--- config.mk ---
export PLATFORM = sky130hd
export DESIGN_NAME = kstq_ctrl
export DESIGN_NICKNAME = d
export VERILOG_FILES = /design/src/rtl/core/keyed_slot_table_with_mask_query_macros.svh /design/src/rtl/core/kstq_pkg.sv /design/src/rtl/core/kstq_ctrl.sv
export SDC_FILE = /design/constraint.sdc
export NUM_CORES = 1
export LEC_CHECK = 0
export BUFFER_PORTS_ARGS = -buffer_cell sky130_fd_sc_hd__buf_2
export CORE_AREA = 2 2 39 41
export CTS_CLUSTER_DIAMETER = 150
export DETAILED_ROUTE_END_ITERATION = 6
export DIE_AREA = 0 0 41 43
export GPL_TIMING_DRIVEN = 1
export SYNTH_ARGS = -nofsm -noshare
export SYNTH_HDL_FRONTEND = slang
export SYNTH_SLANG_ARGS = --single-unit
--- constraint.sdc ---
create_clock -name clk_i -period 1.4 [get_ports clk_i]
set_clock_uncertainty 0.2 [all_clocks]
set_input_delay 0.14 -clock clk_i [delete_from_list [all_inputs] [get_ports clk_i]]
set_output_delay 0.14 -clock clk_i [all_outputs]
set_load 0.05 [all_outputs]
--- src/rtl/core/keyed_slot_table_with_mask_query_macros.svh ---
// ----------------------------------------------------------------------------
// keyed slot table assertion macros
// Concurrent assertion wrappers, compiled out when ASSERT_OFF is set.
// ----------------------------------------------------------------------------
`ifndef KEYED_SLOT_TABLE_WITH_MASK_QUERY_MACROS_SVH
`define KEYED_SLOT_TABLE_WITH_MASK_QUERY_MACROS_SVH

`ifndef ASSERT_OFF
// checked only while out of reset
`define KSTQ_ASSERT(lbl, prop, msg) \
  lbl: assert property (@(posedge clk_i) disable iff (!rst_ni) prop) else $error(msg);
// checked on every edge, reset included
`define KSTQ_ASSERT_ALWAYS(lbl, prop, msg) \
  lbl: assert property (@(posedge clk_i) prop) else $error(msg);
`else
`define KSTQ_ASSERT(lbl, prop, msg)
`define KSTQ_ASSERT_ALWAYS(lbl, prop, msg)
`endif

`endif

--- src/rtl/core/kstq_pkg.sv ---
// ----------------------------------------------------------------------------
// kstq_pkg
// Shared widths, codes and controller/datapath structs of the slot table.
// ----------------------------------------------------------------------------
package kstq_pkg;

  localparam int KIND_W    = 3;
  localparam int KEY_W     = 32;
  localparam int SLOT_W    = 5;
  localparam int MASK_W    = 32;
  localparam int PAYLOAD_W = 64;
  localparam int STATUS_W  = 3;
  localparam int LIVE_W    = 6;

  localparam int DEF_MAX_ENTRIES  = 32;
  localparam int DEF_PAYLOAD_BITS = 64;

  // operation codes
  localparam logic [KIND_W-1:0] KIND_REGISTER   = 3'd0;
  localparam logic [KIND_W-1:0] KIND_UNREGISTER = 3'd1;
  localparam logic [KIND_W-1:0] KIND_LOOKUP     = 3'd2;
  localparam logic [KIND_W-1:0] KIND_READ       = 3'd3;
  localparam logic [KIND_W-1:0] KIND_QUERY      = 3'd4;

  typedef enum logic [STATUS_W-1:0] {
    STAT_OK    = 3'd0,
    STAT_DUP   = 3'd1,
    STAT_FULL  = 3'd2,
    STAT_NOKEY = 3'd3,
    STAT_RANGE = 3'd4
  } status_e;

  typedef enum logic [1:0] {
    RD_CUR    = 2'd0,
    RD_NEXT   = 2'd1,
    RD_ACCEPT = 2'd2,
    RD_LAST   = 2'd3
  } rd_sel_e;

  typedef enum logic [1:0] {
    OPC_SCAN   = 2'd0,
    OPC_FETCH  = 2'd1,
    OPC_DIRECT = 2'd2
  } opc_e;

  typedef struct packed {
    logic    cap;
    rd_sel_e rd_sel;
    logic    idx_inc;
    logic    hold_load;
    logic    out_mid;
    logic    fin;
    logic    move_wr;
  } cmd_t;

  typedef struct packed {
    opc_e in_opc;
    logic scan_end;
    logic hit;
    logic hold_vld;
    logic out_free;
    logic in_range;
    logic is_query;
    logic is_unreg;
  } stat_t;

endpackage

--- src/rtl/core/kstq_ctrl.sv ---
// ----------------------------------------------------------------------------
// kstq_ctrl
// Sequencer: accepts an operation, walks the slots or fetches one by index,
// moves the tail slot on unregister, issues query matches and the final result.
// ----------------------------------------------------------------------------
module kstq_ctrl import kstq_pkg::*; (
  input  logic  clk_i,
  input  logic  rst_ni,
  input  logic  in_valid_i,
  output logic  in_ready_o,
  input  stat_t stat_i,
  output cmd_t  cmd_o
);

  typedef enum logic [4:0] {
    S_IDLE   = 5'b00001,
    S_SCAN   = 5'b00010,
    S_FETCH  = 5'b00100,
    S_MOVE   = 5'b01000,
    S_FINISH = 5'b10000
  } state_e;

  state_e state_q, state_d;

  always_ff @(posedge clk_i or negedge rst_ni) begin
    if (!rst_ni) begin
      state_q <= S_IDLE;
    end else begin
      state_q <= state_d;
    end
  end

  always_comb begin
    state_d      = state_q;
    cmd_o        = '0;
    cmd_o.rd_sel = RD_CUR;
    in_ready_o   = 1'b0;
    unique case (state_q)
      S_IDLE: begin
        in_ready_o = 1'b1;
        if (in_valid_i) begin
          cmd_o.cap    = 1'b1;
          cmd_o.rd_sel = RD_ACCEPT;
          unique case (stat_i.in_opc)
            OPC_SCAN:  state_d = S_SCAN;
            OPC_FETCH: state_d = S_FETCH;
            default:   state_d = S_FINISH;
          endcase
        end
      end
      S_SCAN: begin
        if (stat_i.scan_end) begin
          state_d = S_FINISH;
        end else if (stat_i.hit) begin
          if (stat_i.is_query) begin
            // a held match goes out only once the next one is known
            if (!stat_i.hold_vld) begin
              cmd_o.hold_load = 1'b1;
              cmd_o.idx_inc   = 1'b1;
              cmd_o.rd_sel    = RD_NEXT;
            end else if (stat_i.out_free) begin
              cmd_o.out_mid   = 1'b1;
              cmd_o.hold_load = 1'b1;
              cmd_o.idx_inc   = 1'b1;
              cmd_o.rd_sel    = RD_NEXT;
            end
          end else begin
            cmd_o.hold_load = 1'b1;
            if (stat_i.is_unreg) begin
              cmd_o.rd_sel = RD_LAST;
              state_d      = S_MOVE;
            end else begin
              state_d = S_FINISH;
            end
          end
        end else begin
          cmd_o.idx_inc = 1'b1;
          cmd_o.rd_sel  = RD_NEXT;
        end
      end
      S_FETCH: begin
        cmd_o.hold_load = stat_i.in_range;
        state_d         = S_FINISH;
      end
      S_MOVE: begin
        cmd_o.move_wr = 1'b1;
        state_d       = S_FINISH;
      end
      S_FINISH: begin
        if (stat_i.out_free) begin
          cmd_o.fin = 1'b1;
          state_d   = S_IDLE;
        end
      end
      default: state_d = S_IDLE;
    endcase
  end

endmodule

# Word level (Yosys, flattened, before mapping)
# Cells that the tools add are included.
# W data, S select, Z words.
[word_totals]
register_bits = 5
wordCells = 43
inputBits = 12
out_inout_bits = 9
[op_classes]
n_eq_ne = 10
n_reduce_logical = 3
n_mux = 29
[ops]
columns = ["op", "n"]
rows = [
  ["$mux W5", 7],
  ["$pmux W5 S4", 1],
  ["$mux W1", 11],
  ["$pmux W5 S2", 1],
  ["$mux W3", 3],
  ["$mux W2", 3],
  ["$ne A3 B3 Y1 const B", 2],
  ["$eq A5 B1 Y1 const B", 1],
  ["$eq A5 B2 Y1 const B", 1],
  ["$eq A5 B3 Y1 const B", 1],
  ["$eq A5 B4 Y1 const B", 1],
  ["$eq A5 B5 Y1 const B", 1],
  ["$mux W4", 1],
  ["$ne A2 B2 Y1 const B", 2],
  ["$pmux W2 S2", 1],
  ["$reduce_and A4 Y1", 1],
  ["$eq A2 B1 Y1 const B", 1],
  ["$logic_not A2 Y1", 1],
  ["$pmux W1 S2", 1],
  ["$reduce_or A2 Y1", 1],
]

# Depth between registers and ports, before layout
# Gate-level depths: netlist of the first run.
[depth]
ltp_word = 6
depth_mapped = 5

# Worst setup path before layout of the first run
# OpenSTA, ideal clock, no wires.
[synth_timing]
path_kind = "reg-to-output"
startpoint = "register state_q[2]"
endpoint = "output port cmd_o[5] (netlist bit)"
required_time_ps = 1060
n_path_buf = 0
arrival_time_ps = 2030
setup_slack_ps = -970
path_stages_with_launch = 5
cell_sequence = "dfrtp_1 nor3_4 nand2_2 a211oi_2 or2_1"
[synth_rtl]
columns = ["item", "line", "source"]
rows = [
  ["start, declared", "kstq_ctrl.sv:23", "state_e state_q, state_d;"],
  ["start signal, assigned", "kstq_ctrl.sv:29", "state_q <= state_d;"],
  ["end, declared", "kstq_ctrl.sv:12", "output cmd_t cmd_o"],
]

==> run metrics, run 1 <==
outcome=finished, violations left; violated checks=negative setup slack; DR vias=561; Power Dens Cells=1771 nW/um^2; # setup viols final=14; WL/cell=14.60 um; io pins=21; P_leak=0.4398 nW; worst reg2reg endpoint=state_q[4]; R2R cell count=6; vias in the first global route=562; post-layout min period=1.948 ns; critical path fanouts, max=3; max reg flops=5; syn avg cell area=9.131 um^2; Min Hold Slack=0.03050 ns; Slew headroom=77.90%; met1 WL=580 um; TritonCTS Buffers=3; num rows=14; Synth cell types=30; Post-Synthesis Cells=47; crit path launch type=flop; CP endpoint=cmd_o[3]; WP data arrival=1.61 ns; most frequent CP cell=buf_6; number of diodes=0; Clock Latency Late Sink=0.25 ns; hold path startpoint=stat_i[5]; share of cells above drive strength 1=69.57%; maximum vdd drop=0.001344 V; unrepaired setup endpoints after global routing=yes; final wirelength=1577 um; setup TNS=-5.214 ns; CTS max path bufs=2; met2 WL=916 um; biggest regs=state_q x5; largest net degree at the start of global routing=6; Initial DRC Count=11; max-capacitance violation count=0; FILL cells=101; Final Cycle Share=139.1%; Critical Path, Cell by Cell=nor3_4 > buf_4 > nand4b_1 > buf_6 > o21ai_4 > buf_6; placed cells=95; CP startpoint=state_q[4]; slowest CP cell=dfrtp_1; count of warnings emitted by yosys=0; Place WS=-0.3766 ns; post-DP HPWL=956.4 um; Synth Cell Area=429.2 um^2; total power=1.720 mW; net count of the mapped netlist=59; Crit Path Class=reg2out; initial antenna violation count=0; grt ovf=0; Finished Layout Cells=108; top cell type by total area after synthesis=dfrtp_1; WL met3=46 um; Total GRT Usage=21.01%; Sequential Area=127.6 um^2; Seq/Total Area, Yosys=29.45%; Die Area=1763 um^2; Final GP Congestion=0.7376; Die Wd=41 um; HP Class=in2reg; CTS tree=yes; largest cells by area after synthesis=dfrtp_1, nand4b_1, dfstp_2; I/O Buffers=20; share of flip-flops with an asynchronous set or reset=100.0%; Slew @ Worst Pin=0.3281 ns; antenna-violating nets left=0; Worst R2R Setup Slack=-0.31 ns; share of the synthesized area in the top cell type=23.32%; most frequent cell after synthesis=nor2_1; Setup crit end kind=output port; Max H-tree Level=1; EDFF count, synth=0; DR top layer=met4; Peak Freq=513.5 MHz; # nets final=105; Fin. Hold Viols=0; Req. time, crit path=1.06 ns; Die Y=43 um; CTS Root Cell=clkbuf_4; Initial Utilization=31.01%; detailed-route DRC error count=0; Core Area=1384 um^2; #FFs+latches synth=5; CTS sink cnt=5; 1st-pass router iterations=4; drt via density=5.194; Final Max Slew Viols=0; synth-to-layout area growth=126.2%; first-pass GRT wire length=2463 um; top cells by count, synth=nor2_1, dfrtp_1, nand4b_1; R2R Path Start=state_q[4]; ys flop type=dfrtp_1; max incr delay on CP=0.40 ns; Final WS setup=-0.5476 ns; footprint of the multi-input gates=410.4 um^2; clock slew seen by the registers of the worst setup and hold paths=0.04 ns; Biggest register=state_q
==> worst max-delay path: cells and delay by family, from the launching register on <==
kind                   cells  cell delay [ns]
AND/OR/NAND/NOR            2             0.38
buffers and inverters      3             0.48
AO/OA/AOI/OAI              1             0.11
flip-flops                 1             0.40
==> per-stage QoR <==
stage	cell area [um^2]	util, %
CTS	907.1	65.55
finish	970.9	70.16
global placement	684.4	49.46
floorplan	474.2	-
detailed placement	684.4	49.46
global route	970.9	70.16
==> logic make-up after synthesis <==
kind of cell	after synthesis	synth area share, %
xor gates and xnor gates	1	2.041
buffers and inverters	2	1.748
DFF	5	29.45
AOI/OAI and AO/OA	11	21.28
and+or+nand+nor	28	45.48
==> power breakdown <==
group / total [mW] / switching (mW) / internal, mW
combinational: 1.28 / 0.617 / 0.661
clock: 0.172 / 0.0642 / 0.108
sequential: 0.270 / 0.0713 / 0.198
==> cell type report <==
cell class	count	share of cell area, %
well taps	16	2.062
inverters	2	1.289
clock buffers	4	2.706
multi-input cells	40	42.27
repair buffers	41	38.53
flip-flops and latches	5	13.14
==> worst min-delay path by stage <==
stage,to,cells after the start
after floorplan,state_q[1],0
after global placement,state_q[2],1
after detailed placement,state_q[4],1
after CTS,state_q[3],2
after global routing,state_q[3],2
final,state_q[3],2
==> cell usage in the layout, fill, tap and decap left out, types with 2 or more instances in the layout <==
cell type and count:
buf_2 11, buf_4 11, buf_6 9, buf_8 5, nand4b_1 4, dlygate4sd3_1 4, nor3_4 3, nor2_1 3
nor2_4 3, clkbuf_4 3, dfrtp_1 3, o21ai_0 2, nand2b_1 2, nand2_1 2
==> metal layers <==
layer  vias to the layer above  track usage, %
li1                        273               -
met1                       265           26.23
met2                        18           33.44
met3                         5           3.141
met4                         0           10.00
met5                         -               0
==> what timing repair did <==
item                                   in CTS  in global routing
resized for setup                          28                 19
endpoints found under the hold margin       8                  0
hold buffers                                4                  0
setup endpoints to repair                  14                 14
pin swaps                                   6                  8
cloned                                      0                  0
buffers inserted                            5                  3
No activity file was read; power rests on OpenSTA's default activity.
==> inputs of run 2 (changes only) <==
RECOVER_POWER = 25   (was unset)
==> run 2 against run 1 <==
Net effect:
- sequential power hardly changed
- first-iteration DRC count did not move
- combinational power about the same
- sequential share of layout area about the same
- critical path depth stayed put
- highest routed layer unchanged
- utilization is 0.090 points lower
- die area unchanged
- setup slack worse by 0.0029 ns
- via count up 0.18%
- maximum frequency decreased by 0.15%
- clock-buffer cell count unchanged
- the flow still finishes with violations (negative setup slack)
==> run metrics, run 2 (synthesized netlist as in run 1, its figures left out) <==
outcome=finished, violations left (unchanged); violated checks=negative setup slack (unchanged); Slew @ Worst Pin=0.3281 ns (unchanged); maximum vdd drop=0.001343 V (was 0.001344 V); CTS Root Cell=clkbuf_4 (unchanged); critical path fanouts, max=3 (unchanged); biggest regs=state_q x5 (unchanged); Req. time, crit path=1.06 ns (about the same); Place WS=-0.3766 ns (unchanged); io pins=21 (unchanged); Die Area=1763 um^2 (unchanged); Initial Utilization=31.01% (unchanged); post-DP HPWL=956.4 um (unchanged); first-pass GRT wire length=2463 um (unchanged); WP data arrival=1.61 ns (about the same); 1st-pass router iterations=4 (unchanged); Initial DRC Count=11 (unchanged); Finished Layout Cells=108 (unchanged); commonest cells after routing, fill and taps aside=buf_4, buf_2, buf_6 (was buf_2, buf_4, buf_6); Peak Freq=512.7 MHz (was 513.5 MHz); Total GRT Usage=21.01% (unchanged); largest net degree at the start of global routing=6 (unchanged); placed cells=95 (unchanged); number of diodes=0 (unchanged); commonest non-fill, non-tap cell in the layout=buf_4; # nets final=105 (unchanged); Setup crit end kind=output port (unchanged); drt via density=5.204 (was 5.194); Final Max Slew Viols=0 (unchanged); I/O Buffers=20 (unchanged); DR vias=562 (was 561); CTS sink cnt=5 (unchanged); total power=1.720 mW (about the same); TritonCTS Buffers=3 (unchanged); synth-to-layout area growth=125.9% (was 126.2%); Biggest register=state_q (unchanged); CTS tree=yes (unchanged); vias in the first global route=562 (unchanged); HP Class=in2reg (unchanged); crit path launch type=flop (unchanged); Clock Latency Late Sink=0.25 ns (about the same); Power Dens Cells=1774 nW/um^2 (was 1771 nW/um^2); detailed-route DRC error count=0 (unchanged); Fin. Hold Viols=0 (unchanged); # setup viols final=14 (unchanged); grt ovf=0 (unchanged); CTS max path bufs=2 (unchanged); footprint of the multi-input gates=410.4 um^2 (unchanged); Die Y=43 um (unchanged); initial antenna violation count=0 (unchanged); Final Cycle Share=139.3% (was 139.1%); P_leak=0.4370 nW (was 0.4398 nW); num rows=14 (unchanged); Max H-tree Level=1 (unchanged); Sequential Area=127.6 um^2 (unchanged); Final GP Congestion=0.7376 (unchanged); post-layout min period=1.950 ns (was 1.948 ns); Final WS setup=-0.5505 ns (was -0.5476 ns); Core Area=1384 um^2 (unchanged); WL/cell=14.66 um (was 14.60 um); max reg flops=5 (unchanged); Slew headroom=77.90% (unchanged); unrepaired setup endpoints after global routing=yes (unchanged); Die Wd=41 um (unchanged); FILL cells=102 (was 101); clock slew seen by the registers of the worst setup and hold paths=0.04 ns (about the same); max-capacitance violation count=0 (unchanged); antenna-violating nets left=0 (unchanged); Crit Path Class=reg2out (unchanged); share of cells above drive strength 1=68.48% (was 69.57%); final wirelength=1583 um (was 1577 um)
==> run 2: final timing paths <==
kind,start,slack [ns],endpoint,cells past startpoint
max,state_q[4],-0.55,cmd_o[3],6
min,stat_i[5],0.03,state_q[3],2
min reg2reg,state_q[0],0.56,state_q[0],3
max reg2reg,state_q[4],-0.31,state_q[4],6
max in group asynchronous,rst_ni,0.66,state_q[0],2
min in group asynchronous,rst_ni,0.08,state_q[2],2
==> run 2: per-layer routing <==
layer	track usage [%]	vias to the layer above	routed length [um]	part of all wire [%]
li1	-	271	-	-
met1	26.23	268	574	36
met2	33.44	18	921	58
met3	3.141	5	53	3.3
met4	10.00	0	34	2.1
met5	0	-	0	0
==> run 2: what timing repair did <==
action,CTS,global route
gates resized for setup,28,19
endpoints found under the hold margin,8,0
pin swaps,6,8
setup buffers,5,3
setup endpoints to repair,14,14
hold buffers,4,0
==> run 2: final cells by class <==
class,instances,area share [%]
inverters,2,1.290
well taps,16,2.065
repair buffers,41,38.45
flip-flops and latches,5,13.16
multi-input cells,40,42.32
clock buffers,4,2.710
==> run 2: power by group <==
part	internal [mW]	leakage, nW	switching (mW)	total [mW]
clock network	0.108	0.0150	0.0643	0.172
logic	0.660	0.359	0.617	1.28
registers	0.198	0.0633	0.0714	0.270
==> run 2: through the flow <==
step	instance area, um^2	TNS [ns]	hold WS [ns]	utilization [%]
after floorplan	474.2	-2.369	-0.3556	-
after global placement	684.4	-3.218	-0.2455	49.46
after detailed placement	684.4	-3.380	-0.2429	49.46
after CTS	907.1	-5.153	0.01253	65.55
after global routing	969.7	-6.027	0.04409	70.07
final	969.7	-5.249	0.03049	70.07
==> run 2: critical path: stages (launching register included) <==
cell,delay (ns)
dfrtp_1,0.40
nor3_4,0.26
buf_4,0.16
nand4b_1,0.12
buf_6,0.15
o21ai_4,0.11
buf_6,0.17
==> inputs of run 3 (changes only) <==
ABC_CLOCK_PERIOD_IN_PS = 1400   (was unset)
TNS_END_PERCENT = 5   (was unset)
==> run 3 against run 2 <==
Net effect:
- setup slack improved by 0.086 ns
- critical endpoint is now cmd_o[2]
- sequential share of layout area rose by 2.4 points
- largest power group unchanged
- total power fell by 23%
- final cell count fell by 5.6%
- final area fell by 16%
- clock power barely moved
- wire length fell by 25%
- register-to-register slack improved by 0.11 ns
- sequential power fell by 5%
- the flow still finishes with violations (negative setup slack)
- first-iteration DRC count rose by 18%
==> run metrics, run 3 (synthesized netlist as in run 1, its figures left out) <==
antenna-violating nets left=0 (unchanged); Clock Latency Late Sink=0.25 ns (about the same); CTS tree=yes (unchanged); Req. time, crit path=1.06 ns (about the same); Die Wd=41 um (unchanged); Die Area=1763 um^2 (unchanged); Slew @ Worst Pin=0.4342 ns (was 0.3281 ns); worst reg2reg endpoint=state_q[4] (unchanged); max reg flops=5 (unchanged); fin util=58.59% (was 70.07%); post-DP HPWL=946.7 um (was 956.4 um); drt via density=5.147 (was 5.204); total power=1.328 mW (was 1.720 mW); # setup viols final=13 (was 14); violated checks=negative setup slack (unchanged); R2R Path Start=state_q[4] (unchanged); Hold Path Stages=2 (unchanged); unrepaired setup endpoints after global routing=yes (unchanged); initial antenna violation count=0 (unchanged); post-layout min period=1.865 ns (was 1.950 ns); crit path launch type=flop (unchanged); vias in the first global route=490 (was 562); number of diodes=0 (unchanged); outcome=finished, violations left (unchanged); setup TNS=-4.140 ns (was -5.249 ns); maximum vdd drop=0.0009552 V (was 0.001343 V); Biggest register=state_q (unchanged); Slew headroom=70.75% (was 77.90%); Place WS=-0.3026 ns (was -0.3766 ns); Initial DRC Count=13 (was 11); grt ovf=0 (unchanged); Setup crit end kind=output port (unchanged); FILL cells=127 (was 102); first-pass GRT wire length=1945 um (was 2463 um); Max H-tree Level=1 (unchanged); Core Area=1384 um^2 (unchanged); num rows=14 (unchanged); HP Class=in2reg (unchanged); Total GRT Usage=16.95% (was 21.01%); Critical Path, Cell by Cell=nor3_4 > buf_4 > nand4b_1 > nor2_1 > buf_6 (was nor3_4 > buf_4 > nand4b_1 > buf_6 > o21ai_4 > buf_6); WP data arrival=1.52 ns (was 1.61 ns); synth-to-layout area growth=88.92% (was 125.9%); critical path fanouts, max=3 (unchanged); max incr delay on CP=0.40 ns (about the same); io pins=21 (unchanged); Fin. Hold Viols=0 (unchanged); Worst R2R Setup Slack=-0.20 ns (was -0.31 ns); Crit Path Class=reg2out (unchanged); commonest cells after routing, fill and taps aside=buf_2, buf_4, buf_6 (was buf_4, buf_2, buf_6); Peak Freq=536.3 MHz (was 512.7 MHz); Final Max Slew Viols=0 (unchanged); I/O Buffers=20 (unchanged); CTS Root Cell=clkbuf_4 (unchanged); detailed-route DRC error count=0 (unchanged); biggest regs=state_q x5 (unchanged); largest net degree at the start of global routing=8 (was 6); DR vias=525 (was 562); hold path startpoint=stat_i[5] (unchanged); R2R cell count=5 (was 6); CTS max path bufs=2 (unchanged); CTS sink cnt=5 (unchanged); WL/cell=11.59 um (was 14.66 um); Die Y=43 um (unchanged); final wirelength=1182 um (was 1583 um); 1st-pass router iterations=4 (unchanged); slowest CP cell=dfrtp_1 (unchanged); Power Dens Cells=1638 nW/um^2 (was 1774 nW/um^2); clock slew seen by the registers of the worst setup and hold paths=0.05 ns (was 0.04 ns); max-capacitance violation count=0 (unchanged); share of cells above drive strength 1=59.30% (was 68.48%); Final WS setup=-0.4647 ns (was -0.5505 ns); # nets final=99 (was 105); P_leak=0.3798 nW (was 0.4370 nW); TritonCTS Buffers=3 (unchanged); Initial Utilization=31.01% (unchanged); Final Cycle Share=133.2% (was 139.3%); Final GP Congestion=0.7826 (was 0.7376); WHS Endpoint=state_q[3] (unchanged); Min Hold Slack=0.03411 ns (was 0.03049 ns)
## run 3: final cells by class
cell class                 instances  area [um^2]  share of cell area, %
clock buffer                       4        26.28                  3.241
sequential                         5        126.4                  15.59
tap                               16        20.02                  2.469
multi-input combinational         40        342.8                  42.28
timing repair buffer              35        285.3                  35.19
inverter                           2        10.01                  1.235
## run 3: metal layers
metal | vias up | part of all wire (%) | track usage, %
met5 | - | 0 | 0
met4 | 0 | 2.6 | 14.00
met3 | 3 | 4.4 | 0
met2 | 15 | 53 | 24.38
met1 | 249 | 40 | 22.67
li1 | 258 | - | -
## run 3: worst max path at each step
| stage | startpoint | end | depth (start not counted) |
|---|---|---|---|
| CTS | state_q[2] | cmd_o[5] | 5 |
| floorplan | state_q[4] | cmd_o[5] | 4 |
| detailed placement | state_q[4] | cmd_o[6] | 5 |
| global placement | state_q[4] | cmd_o[6] | 5 |
| global route | state_q[4] | cmd_o[3] | 5 |
| finish | state_q[4] | cmd_o[2] | 5 |
## run 3: power by group
group	internal, mW	switching, mW
clock network	0.108	0.0660
logic	0.412	0.485
registers	0.197	0.0603
total	0.717	0.612
## run 3: critical path, delay by kind of cell, from the launching register on
family / cells / cell delay [ns]
buf+inv: 2 / 0.33
flops: 1 / 0.40
simple gates: 3 / 0.54
## run 3: timing repair
item                                    4_1_cts  5_1_grt
resized for setup                            23        4
endpoints found under the setup margin       14       14
cloned                                        0        0
hold buffers                                  4        0
hold endpoints to repair                      8        0
setup buffers                                 0        0
pin swaps                                     6        2
## run 3: metrics by stage
stage          area [um^2]  cells
2_1_floorplan        445.4     47
3_3_place_gp         648.1     94
3_5_place_dp         648.1     94
4_1_cts              797.0    102
5_1_grt              810.8    102
6_report             810.8    102
